==> src/design/linear_fade_ramp_macros.svh <==
// assertion macros for the linear fade ramp
`ifndef LINEAR_FADE_RAMP_MACROS_SVH
`define LINEAR_FADE_RAMP_MACROS_SVH

// consequent must hold in the same cycle as the antecedent
`define LFR_ASSERT_SAME(lbl, ante, cons, msg) \
	lbl: assert property (@(posedge clk) disable iff (!arst_n) (ante) |-> (cons)) \
		else $error(msg);

// consequent must hold in the cycle after the antecedent
`define LFR_ASSERT_NEXT(lbl, ante, cons, msg) \
	lbl: assert property (@(posedge clk) disable iff (!arst_n) (ante) |=> (cons)) \
		else $error(msg);

`endif

==> src/design/lfr_pkg.sv <==
// shared types and constants of the linear fade ramp
`default_nettype none
package lfr_pkg;

	localparam int TIME_WIDTH_DEF = 16;
	localparam int LEVEL_W        = 16;
	localparam int FIELD_W        = 16;
	localparam logic [LEVEL_W-1:0] LEVEL_ONE = 16'h8000;

	// request codes
	localparam logic REQ_START = 1'b0;
	localparam logic REQ_TICK  = 1'b1;

	typedef enum logic [2:0] {
		ST_IDLE,
		ST_MUL,
		ST_LOAD,
		ST_DIV,
		ST_DONE,
		ST_SCALE,
		ST_COMMIT
	} lfr_state_t;

	// levels above 1.0 are taken as 1.0
	function automatic logic [LEVEL_W-1:0] clamp_level(input logic [FIELD_W-1:0] v);
		return (v > LEVEL_ONE) ? LEVEL_ONE : v;
	endfunction

endpackage
`default_nettype wire

==> src/design/lfr_req_if.sv <==
// request channel of the linear fade ramp
`default_nettype none
interface lfr_req_if;
	logic        valid;
	logic        ready;
	logic        req_type;
	logic        from_present;
	logic [15:0] start_level;
	logic [15:0] target_level;
	logic [15:0] ramp_ticks;
	logic [15:0] hold_ticks;

	modport source (
		output valid, req_type, from_present, start_level, target_level,
		       ramp_ticks, hold_ticks,
		input  ready
	);
	modport sink (
		input  valid, req_type, from_present, start_level, target_level,
		       ramp_ticks, hold_ticks,
		output ready
	);
endinterface
`default_nettype wire

==> src/design/lfr_rsp_if.sv <==
// result channel of the linear fade ramp
`default_nettype none
interface lfr_rsp_if;
	logic        valid;
	logic        ready;
	logic [15:0] level;
	logic        active;

	modport source (
		output valid, level, active,
		input  ready
	);
	modport sink (
		input  valid, level, active,
		output ready
	);
endinterface
`default_nettype wire

==> src/design/linear_fade_ramp.sv <==
// linear fade ramp: one shared multiplier and a 16-step restoring divider
// tick and plain start: MUL, LOAD, DIV, then DONE registers the result word
// from-present start: MUL to DONE, SCALE, COMMIT, MUL to DONE; words are taken only in IDLE
// the level divide runs twice there; a stalled result word holds the block in its last step
// arst_n clears the fade state to zero and sets fade_enable to 1
`default_nettype none
`include "linear_fade_ramp_macros.svh"
module linear_fade_ramp #(
	parameter int TIME_WIDTH = lfr_pkg::TIME_WIDTH_DEF
) (
	input  wire logic clk,
	input  wire logic arst_n,
	lfr_req_if.sink   req,
	lfr_rsp_if.source rsp,
	input  wire logic cfg_we,
	input  wire logic cfg_wdata
);

	localparam int LW = lfr_pkg::LEVEL_W;
	localparam int TW = TIME_WIDTH;
	localparam int PW = TW + LW;
	localparam int CW = (TW > lfr_pkg::FIELD_W) ? TW + 1 : lfr_pkg::FIELD_W + 1;
	localparam logic [TW-1:0] TIME_MAX = '1;
	localparam logic [TW:0]   ELAPSED_MAX = '1;
	localparam logic [3:0]    DIV_LAST = 4'd15;

	lfr_pkg::lfr_state_t state_q, state_d;

	// architectural state
	logic          enable_q;
	logic [LW-1:0] begin_q, end_q;
	logic [TW-1:0] ramp_q, hold_q;
	logic [TW:0]   elapsed_q;

	// latched start fields for from-present mode
	logic          fc_q;
	logic [LW-1:0] tgt_q;
	logic [TW-1:0] ramp_in_q, hold_in_q;
	logic [LW-1:0] pres_q, gap_q;

	// shared arithmetic
	logic [PW-1:0] prod_q;
	logic [TW:0]   rem_q;
	logic [LW-1:0] lo_q, quo_q;
	logic [3:0]    cnt_q;

	logic          rsp_valid_q;
	logic [LW-1:0] rsp_level_q;
	logic          rsp_active_q;

	// control decodes
	logic req_ready_c, do_mul_c, do_scale_c, do_load_c, do_div_c, do_commit_c, out_free_c;

	// combinational datapath
	logic [TW-1:0] ramp_c, hold_c, e_c, mul_b;
	logic [LW-1:0] tgt_c, dist_c, mul_a, lvl_c, gap_c;
	logic [TW:0]   trial_c, ramp_ext_c;
	logic [TW:0]   span_c;
	logic          act_c, up_c;

	// saturate 16-bit time fields into the time width
	always_comb begin
		ramp_c = (CW'(req.ramp_ticks) > CW'(TIME_MAX)) ? TIME_MAX : TW'(req.ramp_ticks);
		hold_c = (CW'(req.hold_ticks) > CW'(TIME_MAX)) ? TIME_MAX : TW'(req.hold_ticks);
		tgt_c  = lfr_pkg::clamp_level(req.target_level);
	end

	// interpolation operands and result
	always_comb begin
		ramp_ext_c = {1'b0, ramp_q};
		e_c        = (elapsed_q < ramp_ext_c) ? elapsed_q[TW-1:0] : ramp_q;
		up_c       = (end_q >= begin_q);
		dist_c     = up_c ? (end_q - begin_q) : (begin_q - end_q);
		mul_a      = do_scale_c ? gap_q : dist_c;
		mul_b      = do_scale_c ? ramp_in_q : e_c;
		trial_c    = {rem_q[TW-1:0], lo_q[LW-1]};
		span_c     = (TW+1)'(ramp_q) + (TW+1)'(hold_q);
		if (!enable_q || ramp_q == '0) begin
			lvl_c = end_q;
			act_c = 1'b0;
		end else begin
			lvl_c = up_c ? (begin_q + quo_q) : (begin_q - quo_q);
			act_c = (elapsed_q < span_c);
		end
		gap_c = (tgt_q >= lvl_c) ? (tgt_q - lvl_c) : (lvl_c - tgt_q);
	end

	// next state
	always_comb begin
		state_d = state_q;
		unique case (state_q)
			lfr_pkg::ST_IDLE:   if (req.valid) state_d = lfr_pkg::ST_MUL;
			lfr_pkg::ST_MUL:    state_d = lfr_pkg::ST_LOAD;
			lfr_pkg::ST_LOAD:   state_d = lfr_pkg::ST_DIV;
			lfr_pkg::ST_DIV:    if (cnt_q == DIV_LAST) state_d = lfr_pkg::ST_DONE;
			lfr_pkg::ST_DONE: begin
				priority if (fc_q) state_d = lfr_pkg::ST_SCALE;
				else if (out_free_c) state_d = lfr_pkg::ST_IDLE;
				else state_d = lfr_pkg::ST_DONE;
			end
			lfr_pkg::ST_SCALE:  state_d = lfr_pkg::ST_COMMIT;
			lfr_pkg::ST_COMMIT: state_d = lfr_pkg::ST_MUL;
			default:            state_d = lfr_pkg::ST_IDLE;
		endcase
	end

	// state decodes
	always_comb begin
		req_ready_c = 1'b0;
		do_mul_c    = 1'b0;
		do_scale_c  = 1'b0;
		do_load_c   = 1'b0;
		do_div_c    = 1'b0;
		do_commit_c = 1'b0;
		out_free_c  = !rsp_valid_q || rsp.ready;
		unique case (state_q)
			lfr_pkg::ST_IDLE:   req_ready_c = 1'b1;
			lfr_pkg::ST_MUL:    do_mul_c    = 1'b1;
			lfr_pkg::ST_LOAD:   do_load_c   = 1'b1;
			lfr_pkg::ST_DIV:    do_div_c    = 1'b1;
			lfr_pkg::ST_DONE:   ;
			lfr_pkg::ST_SCALE:  do_scale_c  = 1'b1;
			lfr_pkg::ST_COMMIT: do_commit_c = 1'b1;
			default:            ;
		endcase
	end

	assign req.ready  = req_ready_c;
	assign rsp.valid  = rsp_valid_q;
	assign rsp.level  = rsp_level_q;
	assign rsp.active = rsp_active_q;

	// control and fade state
	always_ff @(posedge clk or negedge arst_n) begin
		if (!arst_n) begin
			state_q     <= lfr_pkg::ST_IDLE;
			enable_q    <= 1'b1;
			begin_q     <= '0;
			end_q       <= '0;
			ramp_q      <= '0;
			hold_q      <= '0;
			elapsed_q   <= '0;
			fc_q        <= 1'b0;
			cnt_q       <= '0;
			rsp_valid_q <= 1'b0;
		end else begin
			state_q <= state_d;
			if (cfg_we) begin
				enable_q <= cfg_wdata;
			end
			// accepted word updates the state unless it starts from the present level
			if (req_ready_c && req.valid) begin
				if (req.req_type == lfr_pkg::REQ_TICK) begin
					fc_q <= 1'b0;
					if (elapsed_q != ELAPSED_MAX) elapsed_q <= elapsed_q + 1'b1;
				end else if (req.from_present) begin
					fc_q <= 1'b1;
				end else begin
					fc_q      <= 1'b0;
					begin_q   <= lfr_pkg::clamp_level(req.start_level);
					end_q     <= tgt_c;
					ramp_q    <= ramp_c;
					hold_q    <= hold_c;
					elapsed_q <= '0;
				end
			end
			// from-present start takes effect after the old level is known
			if (do_commit_c) begin
				fc_q      <= 1'b0;
				begin_q   <= pres_q;
				end_q     <= tgt_q;
				ramp_q    <= prod_q[TW+14:15];
				hold_q    <= (gap_q < lfr_pkg::LEVEL_ONE) ? '0 : hold_in_q;
				elapsed_q <= '0;
			end
			// divider step counter
			if (do_load_c) begin
				cnt_q <= '0;
			end else if (do_div_c) begin
				cnt_q <= cnt_q + 1'b1;
			end
			// result register
			if (state_q == lfr_pkg::ST_DONE && !fc_q && out_free_c) begin
				rsp_valid_q <= 1'b1;
			end else if (rsp.ready) begin
				rsp_valid_q <= 1'b0;
			end
		end
	end

	// payload and arithmetic registers
	always_ff @(posedge clk) begin
		if (req_ready_c && req.valid) begin
			tgt_q     <= tgt_c;
			ramp_in_q <= ramp_c;
			hold_in_q <= hold_c;
		end
		// shared multiplier
		if (do_mul_c || do_scale_c) begin
			prod_q <= PW'(mul_a) * PW'(mul_b);
		end
		// restoring divide by the ramp length, one quotient bit a cycle
		if (do_load_c) begin
			rem_q <= {1'b0, prod_q[PW-1:LW]};
			lo_q  <= prod_q[LW-1:0];
			quo_q <= '0;
		end else if (do_div_c) begin
			lo_q <= {lo_q[LW-2:0], 1'b0};
			if (trial_c >= ramp_ext_c) begin
				rem_q <= trial_c - ramp_ext_c;
				quo_q <= {quo_q[LW-2:0], 1'b1};
			end else begin
				rem_q <= trial_c;
				quo_q <= {quo_q[LW-2:0], 1'b0};
			end
		end
		if (state_q == lfr_pkg::ST_DONE) begin
			pres_q <= lvl_c;
			gap_q  <= gap_c;
			if (!fc_q && out_free_c) begin
				rsp_level_q  <= lvl_c;
				rsp_active_q <= act_c;
			end
		end
	end

	// checks
	`LFR_ASSERT_SAME(a_level_range, rsp_valid_q, rsp_level_q <= lfr_pkg::LEVEL_ONE, "level above 1.0")
	`LFR_ASSERT_NEXT(a_busy_after_accept, req_ready_c && req.valid, state_q == lfr_pkg::ST_MUL, "accept did not start work")
	`LFR_ASSERT_SAME(a_rem_below_div, do_div_c && ramp_q != '0, rem_q < ramp_ext_c, "divider remainder out of range")
	`LFR_ASSERT_NEXT(a_commit_clears, do_commit_c, elapsed_q == '0 && !fc_q, "commit left stale state")

endmodule
`default_nettype wire

==> src/flat_wrapper.sv <==
// flat-port wrapper written by rule: the top's interface ports become plain ports
module linear_fade_ramp_flat 
#(
	parameter int TIME_WIDTH = lfr_pkg::TIME_WIDTH_DEF
)
  (clk, arst_n, cfg_we, cfg_wdata, req_valid, req_req_type, req_from_present, req_start_level, req_target_level, req_ramp_ticks, req_hold_ticks, req_ready, rsp_valid, rsp_level, rsp_active, rsp_ready);
  lfr_req_if req_i ();
  lfr_rsp_if rsp_i ();
  input  wire logic clk;
  input  wire logic arst_n;
  input  wire logic cfg_we;
  input  wire logic cfg_wdata;
  input wire logic [$bits(req_i.valid)-1:0] req_valid;
  input wire logic [$bits(req_i.req_type)-1:0] req_req_type;
  input wire logic [$bits(req_i.from_present)-1:0] req_from_present;
  input wire logic [$bits(req_i.start_level)-1:0] req_start_level;
  input wire logic [$bits(req_i.target_level)-1:0] req_target_level;
  input wire logic [$bits(req_i.ramp_ticks)-1:0] req_ramp_ticks;
  input wire logic [$bits(req_i.hold_ticks)-1:0] req_hold_ticks;
  output wire logic [$bits(req_i.ready)-1:0] req_ready;
  output wire logic [$bits(rsp_i.valid)-1:0] rsp_valid;
  output wire logic [$bits(rsp_i.level)-1:0] rsp_level;
  output wire logic [$bits(rsp_i.active)-1:0] rsp_active;
  input wire logic [$bits(rsp_i.ready)-1:0] rsp_ready;
  assign req_i.valid = req_valid;
  assign req_i.req_type = req_req_type;
  assign req_i.from_present = req_from_present;
  assign req_i.start_level = req_start_level;
  assign req_i.target_level = req_target_level;
  assign req_i.ramp_ticks = req_ramp_ticks;
  assign req_i.hold_ticks = req_hold_ticks;
  assign req_ready = req_i.ready;
  assign rsp_valid = rsp_i.valid;
  assign rsp_level = rsp_i.level;
  assign rsp_active = rsp_i.active;
  assign rsp_i.ready = rsp_ready;
  linear_fade_ramp #(.TIME_WIDTH(TIME_WIDTH)) u_core (.clk(clk), .arst_n(arst_n), .req(req_i), .rsp(rsp_i), .cfg_we(cfg_we), .cfg_wdata(cfg_wdata));
endmodule
==> config.mk <==
export PLATFORM = sky130hd
export DESIGN_NAME = linear_fade_ramp_flat
export DESIGN_NICKNAME = d
export VERILOG_FILES = /design/src/design/lfr_pkg.sv /design/src/design/lfr_req_if.sv /design/src/design/lfr_rsp_if.sv /design/src/design/linear_fade_ramp.sv /design/src/flat_wrapper.sv
export VERILOG_INCLUDE_DIRS = /design/src /design/src/design
export SDC_FILE = /design/constraint.sdc
export NUM_CORES = 1
export LEC_CHECK = 0
export ABC_CLOCK_PERIOD_IN_PS = 11700
export CAP_MARGIN = 10
export CORE_ASPECT_RATIO = 2
export CORE_MARGIN = 8
export CORE_UTILIZATION = 66
export DETAILED_ROUTE_END_ITERATION = 10
export DONT_BUFFER_PORTS = 1
export PLACE_DENSITY = 0.84
export REMOVE_ABC_BUFFERS = 1
export SETUP_SLACK_MARGIN = 0.1
export SKIP_CTS_REPAIR_TIMING = 1
export SLEW_MARGIN = 20
export SYNTH_ARGS = -nofsm -noshare
export SYNTH_HDL_FRONTEND = slang
export SYNTH_SLANG_ARGS = --single-unit
==> constraint.sdc <==
create_clock -name clk -period 11.7 [get_ports clk]
set_clock_uncertainty 0.1 [all_clocks]
set_input_delay 1.755 -clock clk [delete_from_list [all_inputs] [get_ports clk]]
set_output_delay 1.755 -clock clk [all_outputs]
set_load 0.005 [all_outputs]
* After elaboration in Yosys (flattened, before gate mapping)
Index checks and enable logic that the tools add are counted.
** Operators by class
- $add $sub $neg :: 10
- Multipliers :: 1
- $lt $le $gt $ge :: 8
- Equality and inequality tests :: 14
- Muxes and demuxes :: 56
- Reductions and logical operators :: 19
** Operator list (number)
- 16-bit 2-to-1 mux :: 31
- 16-bit subtractor :: 6
- 17-bit 2-to-1 mux :: 5
- 16-bit >= comparator :: 2
- 16-bit > comparator, second input constant :: 2
- 16-bit by 16-bit multiplier with 32-bit output :: 1
- 3-bit case mux with 7 select lines :: 1
- 16-bit by 16-bit adder with 17-bit output :: 1
- 17-bit by 1-bit adder with 17-bit output, second input constant :: 1
- 17-bit by 16-bit >= comparator with 1-bit output :: 1
- 17-bit by 16-bit < comparator with 1-bit output :: 1
- 17-bit < comparator :: 1
- 17-bit != test, second input constant :: 1
- 16-bit adder :: 1
- 16-bit logical NOT :: 1
- 16-bit < comparator, second input constant :: 1
- 1-bit 2-to-1 mux :: 13
- 3-bit 2-to-1 mux :: 4
- 3-bit == test, second input constant :: 3
- 4-bit 2-to-1 mux :: 2
- 3-bit by 2-bit == test with 1-bit output, second input constant :: 2
- 2-bit by 1-bit != test with 1-bit output, second input constant :: 3
- 3-bit AND reduction :: 2
- 2-bit nonzero test :: 3
- 11 further kinds :: 19
** Storage, ports and cells
- Flip-flop bits (word level) :: 268
- Output and inout bits :: 19
- Word-level logic and storage cells :: 129

* Longest topological paths before layout
Gate-level depths: netlist of the first run.
- Word-level depth :: 6
- Mapped depth :: 35
- Depth with buffers taken out :: 32

* Worst setup path after synthesis of the first run
Ideal clock, no wire load.
- Path type :: register to register
- From :: reg u_core.end_q[0]
- To :: reg u_core.prod_q[29] (data pin)
- Library setup time :: 0.261 ns
- Arrival :: 7.866 ns
- Slack :: 3.473 ns
- Cell stages (with the launch flop) :: 32
- Clock period less this slack :: 8.227 ns
- Cells stage by stage :: dfrtp_1 inv_1 ha_1 inv_1 fa_1 and3_1 o31ai_2 a21oi_2 o31ai_4 buf_2 mux2i_1 xor2_1 mux2i_1 nor2_1 fa_1 inv_1 fa_1 fa_1 inv_1 fa_1 fa_1 inv_1 fa_1 inv_1 ha_1 and3_1 a31oi_1 o21ai_0 a221o_1 a41oi_1 nor3_1 a311o_1
** On the way
- Word-level cells in the longest chain between the ends :: 4
** RTL lines
- from (decl) :: line linear_fade_ramp.sv:31 : logic [LW-1:0] begin_q, end_q;
- from (signal assigned) :: line linear_fade_ramp.sv:161 : end_q <= tgt_c;
- from (signal assigned) :: line linear_fade_ramp.sv:171 : end_q <= tgt_q;
- 16-bit subtractor / 16-bit >= comparator (equally long branches) :: line linear_fade_ramp.sv:73, linear_fade_ramp.sv:72
- 16-bit 2-to-1 mux * :: line linear_fade_ramp.sv:73 : dist_c = up_c ? (end_q - begin_q) : (begin_q - end_q);
- 16-bit 2-to-1 mux * :: line linear_fade_ramp.sv:74 : mul_a = do_scale_c ? gap_q : dist_c;
- 16-bit by 16-bit multiplier with 32-bit output * :: line linear_fade_ramp.sv:200 : prod_q <= PW'(mul_a) * PW'(mul_b);
- to (signal assigned) :: line linear_fade_ramp.sv:200
- to (decl) :: line linear_fade_ramp.sv:42 : logic [PW-1:0] prod_q;
Every way passes the cells marked *; elsewhere a longest branch is shown, timed or not.
A chain may end at the register's enable or synchronous reset.

* Worst setup path in the final report of the first run
Same ends and word-level chain as after synthesis.

==> results.py, run 1 <==
metrics = {
    "finish": {
        "multiInputGateArea_mm2": 0.01673,
        "syn2layout_area_growth_pct": 5.054,
        "seqCellArea_mm2": 0.007433,
        "antenna_cells": 0,
        "final_area_mm2": 0.02718,
        "drive_above_1_share": 0.04625,
        "fin_nets": 3313,
        "fillerInstances": 2965,
    },
    "floorplanning": {
        "die_h_um": 296,
        "die_area_mm2": 0.04618,
        "rows": 102,
        "core_mm2": 0.03867,
        "start_util": 0.6691,
        "die_w_um": 156,
        "io_pins": 91,
    },
    "route": {
        "dr.first_iter.drc_count": 1394,
        "routedWlPerCell_um": 24.04,
        "drt_drc_violations_left": 2,
        "antenna_left": 0,
        "routed_wirelength_um": 80090,
        "first_pass_iters": 10,
        "vias": 21500,
        "viasPerCell": 6.455,
    },
    "yosys": {
        "ys_warn_count": 0,
        "ys_seq_area_frac": 0.2873,
        "yosys-top-cells-count": "nand2_1, inv_1, nor2_1",
        "syn-cell-area_mm2": 0.02587,
        "dominantRegCellSynth": "edfxtp_1",
        "synthDistinctLibCells": 83,
        "avgSynthCellArea_um2": 9.091,
        "ys_top_cells_by_area": "edfxtp_1, fa_1, ha_1, dfrtp_1, nand2_1",
        "yosys.area.top_type": "edfxtp_1",
        "ys_ff_latch": 268,
        "synthCells": 2846,
        "async_reset_ff_frac": 0.3396,
        "synth_most_common_cell": "nand2_1",
        "synth-edff-count": 161,
        "synth_top_area_share": 0.1869,
    },
    "critical_path": {
        "cp_common_cell": "fa_1",
        "slowest_stage": "nor3_2",
        "cp-start-kind": "register",
        "worstSetupPathType": "register to register",
        "rr_worst_depth": 31,
        "critPathCaptureType": "register",
        "r2r_start": "u_core.end_q[0]",
        "max_stage_delay_ns": 0.85,
        "cp_max_fo": 23,
        "cp.arrival_ns": 10.13,
        "r2r_slack_ns": 1.79,
        "timing.rr.end": "u_core.prod_q[29]",
        "worstPathRequired_ns": 11.92,
    },
    "hold_path": {
        "whs_endpoint": "u_core.quo_q[15]",
        "hp-start": "u_core.quo_q[15]",
        "worstHoldPathCells": 2,
        "hp-class": "register to register",
    },
    "placed_design": {
        "io_buffers": 0,
        "gp_congestion": 1.062,
        "place_area_mm2": 0.02634,
        "hpwl_um": 62720,
    },
    "run_status": {
        "status": "finished with violations",
        "failed_checks": "DRC",
    },
    "clock_tree": {
        "clock_latency_ns": 0.58,
        "cts_tree": "done",
        "cts.htree.levels": 1,
        "clock_path_buffers": 3,
        "numCtsBuffers": 25,
        "clkSinkCount": 268,
        "cts.clk_slew.worst_paths_ns": 0.07,
        "cts_root_buf": "clkbuf_16",
    },
    "timing": {
        "rsz0062_at_grt": "false",
        "timing.fmax_mhz": 100.9,
        "finalSetupViolations": 0,
        "fin_tns_setup_ns": 0,
        "hold_violations": 0,
        "relSlewSlack": 0.2266,
        "timing.final.crit_share": 0.8468,
        "tightest_slew_ns": 1.148,
        "period_minus_slack_ns": 9.908,
        "drv_slew": 0,
    },
    "global_routing": {
        "overflow": 0,
        "grt_pass1_wl_um": 122400,
        "antenna_found_initial": 1,
        "grt_usage": 0.3501,
        "grt_max_degree": 93,
        "grt_pass1_vias": 22790,
    },
    "job": {
        "drv_cap": 0,
    },
}
==> layer usage <==
layer  vias up  GRT usage  wire, um
met3       437    0.05122      4946
li1       9530          -         -
met5         -          0        11
met2      1068     0.6501     42190
met1     10470     0.3208     24580
met4         2     0.3206      8355
==> critical path, delay by kind of cell, from the launching register on <==
family | cells | cell delay, ns
adders and majority gates | 9 | 3.91
AOI/OAI and AO/OA | 10 | 2.90
and+or+nand+nor | 5 | 1.56
buffers and inverters | 6 | 0.56
DFF | 1 | 0.40
muxes | 1 | 0.18
==> per-stage QoR <==
| step | worst slack, ns | hold slack (ns) | util | cells |
|---|---|---|---|---|
| floorplan | 3.202 | 0.3298 | - | 2732 |
| global placement | 2.049 | 0.3404 | 0.6811 | 3285 |
| detailed placement | 1.932 | 0.3589 | 0.6812 | 3285 |
| CTS | 1.930 | 0.3766 | 0.7027 | 3331 |
| global route | 1.421 | 0.3927 | 0.7029 | 3331 |
| finish | 1.792 | 0.3719 | 0.7029 | 3331 |
==> registers in the layout, indices dropped and copies added, names as in the netlist, 16 cells and up <==
name / cells
u_core.prod_q: 32
u_core.tgt_q: 16
u_core.pres_q: 16
u_core.lo_q: 16
u_core.quo_q: 16
u_core.ramp_in_q: 16
u_core.gap_q: 16
u_core.rem_q: 16
u_core.hold_q: 16
u_core.ramp_q: 16
u_core.rsp.level: 16
u_core.hold_in_q: 16
u_core.begin_q: 16
u_core.end_q: 16
u_core.elapsed_q: 17
==> placed cells by master, fill, tap and decap left out, types with 12 or more instances in the layout <==
cell type / instances
a211oi_1: 15
a21o_1: 59
a21oi_1: 149
a221oi_1: 17
a31oi_1: 68
and2_1: 40
and3_1: 26
buf_4: 33
clkbuf_16: 25
dfrtp_1: 90
dfxtp_1: 16
edfxtp_1: 161
fa_1: 201
ha_1: 248
inv_1: 341
mux2_2: 13
mux2i_1: 63
nand2_1: 360
nand2b_1: 28
nand3_1: 67
nand4_1: 22
nor2_1: 246
nor2b_1: 55
nor3_1: 37
nor4_1: 12
o211ai_1: 14
o21a_1: 19
o21ai_0: 100
xnor2_1: 64
xor2_1: 43
==> final cells by class <==
class	instances	area share
Timing Repair Buffer	33	0.009115
Clock buffer	34	0.02500
Multi-Input combinational cell	2122	0.6156
Sequential cell	268	0.2735
Clock inverter	12	0.005616
Tap cell	520	0.02394
Inverter	342	0.04723
==> cells by family after synthesis <==
kind of cell / count (synthesis) / synth area share
XOR/XNOR: 107 / 0.03622
flip-flops: 268 / 0.2873
adder cells (fa/ha/maj): 449 / 0.2755
AO/OA/AOI/OAI: 539 / 0.1329
buffers and inverters: 456 / 0.06877
multiplexers: 79 / 0.03201
AND/OR/NAND/NOR: 948 / 0.1673
==> worst max path at each step <==
stage	to	depth (start not counted)	startpoint
detailed placement	u_core.prod_q[29]	27	u_core.ramp_q[1]
global route	u_core.prod_q[29]	30	u_core.end_q[0]
floorplan	u_core.prod_q[29]	29	u_core.end_q[0]
global placement	u_core.prod_q[29]	31	u_core.end_q[0]
CTS	u_core.prod_q[29]	27	u_core.ramp_q[1]
finish	u_core.prod_q[29]	31	u_core.end_q[0]
Power of run 1 is not shown: default switching activity piles up to over one toggle a cycle in this logic, so the estimate is an artifact.
==> run 2, diff against run 1 <==
Settings changed: ABC_CLOCK_PERIOD_IN_PS 11700 to 9300.
Clock period 11.7 ns to 9.3 ns, I/O delays scaled along.
==> run 2 against run 1 <==
Effect of this change:
- the run now ends clean
- non-clock buffer count up 84
- setup slack worse by 1.3 ns
- cell area grew 2.8%
- count of clock-buffer cells in the layout decreased by 3
- register-to-register slack lost 1.3 ns
- largest cell class unchanged
- critical path type unchanged
- sequential share of layout area down 0.74 points
- maximum frequency up 12%
- flip-flop and latch count did not move
- final cell count is 2.7% higher
- first-iteration DRC count is 13% higher
- die area is the same
- via count up 2.1%
==> results.py, run 2 (synthesis results as in run 1) <==
metrics = {
    "run_status": {
        "status": "finished clean",
    },
    "critical_path": {
        "timing.rr.end": "u_core.prod_q[29]",
        "cp.arrival_ns": 9.07,
        "cp-start-kind": "register",
        "crit_family": "adder cells",
        "worst-path-buf-inv": 6,
        "slowest_stage": "fa_1",
        "cp_max_fo": 23,
        "r2r_slack_ns": 0.46,
        "max_stage_delay_ns": 0.55,
        "worstSetupPathType": "register to register",
        "rr_worst_depth": 31,
        "worstPathRequired_ns": 9.54,
        "r2r_start": "u_core.end_q[0]",
        "cp_common_cell": "fa_1",
        "critPathCaptureType": "register",
    },
    "timing": {
        "hold_violations": 0,
        "tightest_slew_ns": 1.144,
        "period_minus_slack_ns": 8.838,
        "finalSetupViolations": 0,
        "fin_tns_setup_ns": 0,
        "relSlewSlack": 0.2373,
        "drv_slew": 0,
        "timing.final.crit_share": 0.9503,
        "rsz0062_at_grt": "false",
        "timing.fmax_mhz": 113.2,
    },
    "clock_tree": {
        "cts.clk_slew.worst_paths_ns": 0.07,
        "cts.htree.levels": 1,
        "clock_path_buffers": 3,
        "clock_latency_ns": 0.59,
        "cts_root_buf": "clkbuf_16",
        "clkSinkCount": 268,
        "numCtsBuffers": 26,
        "cts_tree": "done",
    },
    "placed_design": {
        "place_area_mm2": 0.02701,
        "hpwl_um": 68820,
        "io_buffers": 0,
        "gp_congestion": 1.022,
    },
    "finish": {
        "seqCellArea_mm2": 0.007433,
        "final_area_mm2": 0.02794,
        "fillerInstances": 2860,
        "final_cell_mix": "nand2_1, inv_1, ha_1, nor2_1, fa_1",
        "largest_reg_flops": 32,
        "top_register": "u_core.prod_q",
        "reg.largest.list": "u_core.prod_q (32), u_core.elapsed_q (17)",
        "layout_commonest_cell": "nand2_1",
        "final_util": 0.7224,
        "drive_above_1_share": 0.07698,
        "syn2layout_area_growth_pct": 7.980,
        "fin_nets": 3398,
        "multiInputGateArea_mm2": 0.01675,
    },
    "route": {
        "first_pass_iters": 8,
        "routed_wirelength_um": 86760,
        "drt_drc_violations_left": 0,
        "routedWlPerCell_um": 25.35,
        "antenna_left": 0,
        "viasPerCell": 6.418,
        "dr.first_iter.drc_count": 1572,
        "vias": 21960,
    },
    "floorplanning": {
        "die_w_um": 156,
        "start_util": 0.6691,
        "die_area_mm2": 0.04618,
        "io_pins": 91,
        "die_h_um": 296,
        "core_mm2": 0.03867,
        "rows": 102,
    },
    "global_routing": {
        "overflow": 0,
        "antenna_found_initial": 5,
        "grt_usage": 0.3804,
        "grt_pass1_wl_um": 131400,
        "grt_max_degree": 93,
        "grt_pass1_vias": 23740,
    },
    "job": {
        "drv_cap": 0,
    },
    "hold_path": {
        "hp-class": "primary input to async pin",
    },
}
-- run 2: cell types whose count changed in the layout (fill, tap and decap cells not counted), moves of 2 or more --
cell | before | now
clkbuf_1 | 7 | 2
clkbuf_16 | 25 | 27
clkinv_4 | 0 | 3
o21ai_2 | 4 | 1
clkinv_2 | 4 | 6
inv_8 | 1 | 3
buf_4 | 33 | 112
bufinv_16 | 3 | 0
clkinv_1 | 3 | 1
buf_12 | 0 | 5
o21ai_1 | 4 | 9
diode_2 | 0 | 5
-- run 2: through the flow --
| stage | setup slack [ns] | std cells | hold slack, ns |
|---|---|---|---|
| 2_1_floorplan | 0.8021 | 2732 | 0.3298 |
| 3_3_place_gp | 0.6451 | 3369 | 0.3407 |
| 3_5_place_dp | 0.4050 | 3369 | 0.3765 |
| 4_1_cts | 0.3794 | 3417 | 0.3761 |
| 5_1_grt | 0.1509 | 3419 | 0.3810 |
| 6_report | 0.4625 | 3422 | 0.3885 |
-- run 2: cell type report --
type                       count  area share
multi-input combinational   2122      0.5996
sequential                   268      0.2661
inverter                     342     0.04595
timing repair buffer         117     0.03368
clock buffer                  31     0.02544
tap                          520     0.02329
clock inverter                17    0.005509
antenna                        5   0.0004479
-- run 2: worst max path at each step --
stage                        end  slack [ns]  cells past startpoint             from
6_report       u_core.prod_q[29]        0.46                     31  u_core.end_q[0]
5_1_grt        u_core.prod_q[29]        0.15                     34  u_core.end_q[0]
4_1_cts        u_core.prod_q[30]        0.38                     34  u_core.end_q[0]
3_5_place_dp   u_core.prod_q[30]        0.41                     34  u_core.end_q[0]
3_3_place_gp   u_core.prod_q[29]        0.65                     33  u_core.end_q[0]
2_1_floorplan  u_core.prod_q[29]        0.80                     29  u_core.end_q[0]
-- run 2: metal layers --
| metal | vias up | wire length [um] | global-route usage |
|---|---|---|---|
| li1 | 9709 | - | - |
| met1 | 10650 | 24810 | 0.3255 |
| met2 | 1139 | 45840 | 0.7024 |
| met3 | 466 | 5654 | 0.06771 |
| met4 | 4 | 10420 | 0.3958 |
| met5 | - | 28 | 0 |
Power of run 2 is left out for the same reason.
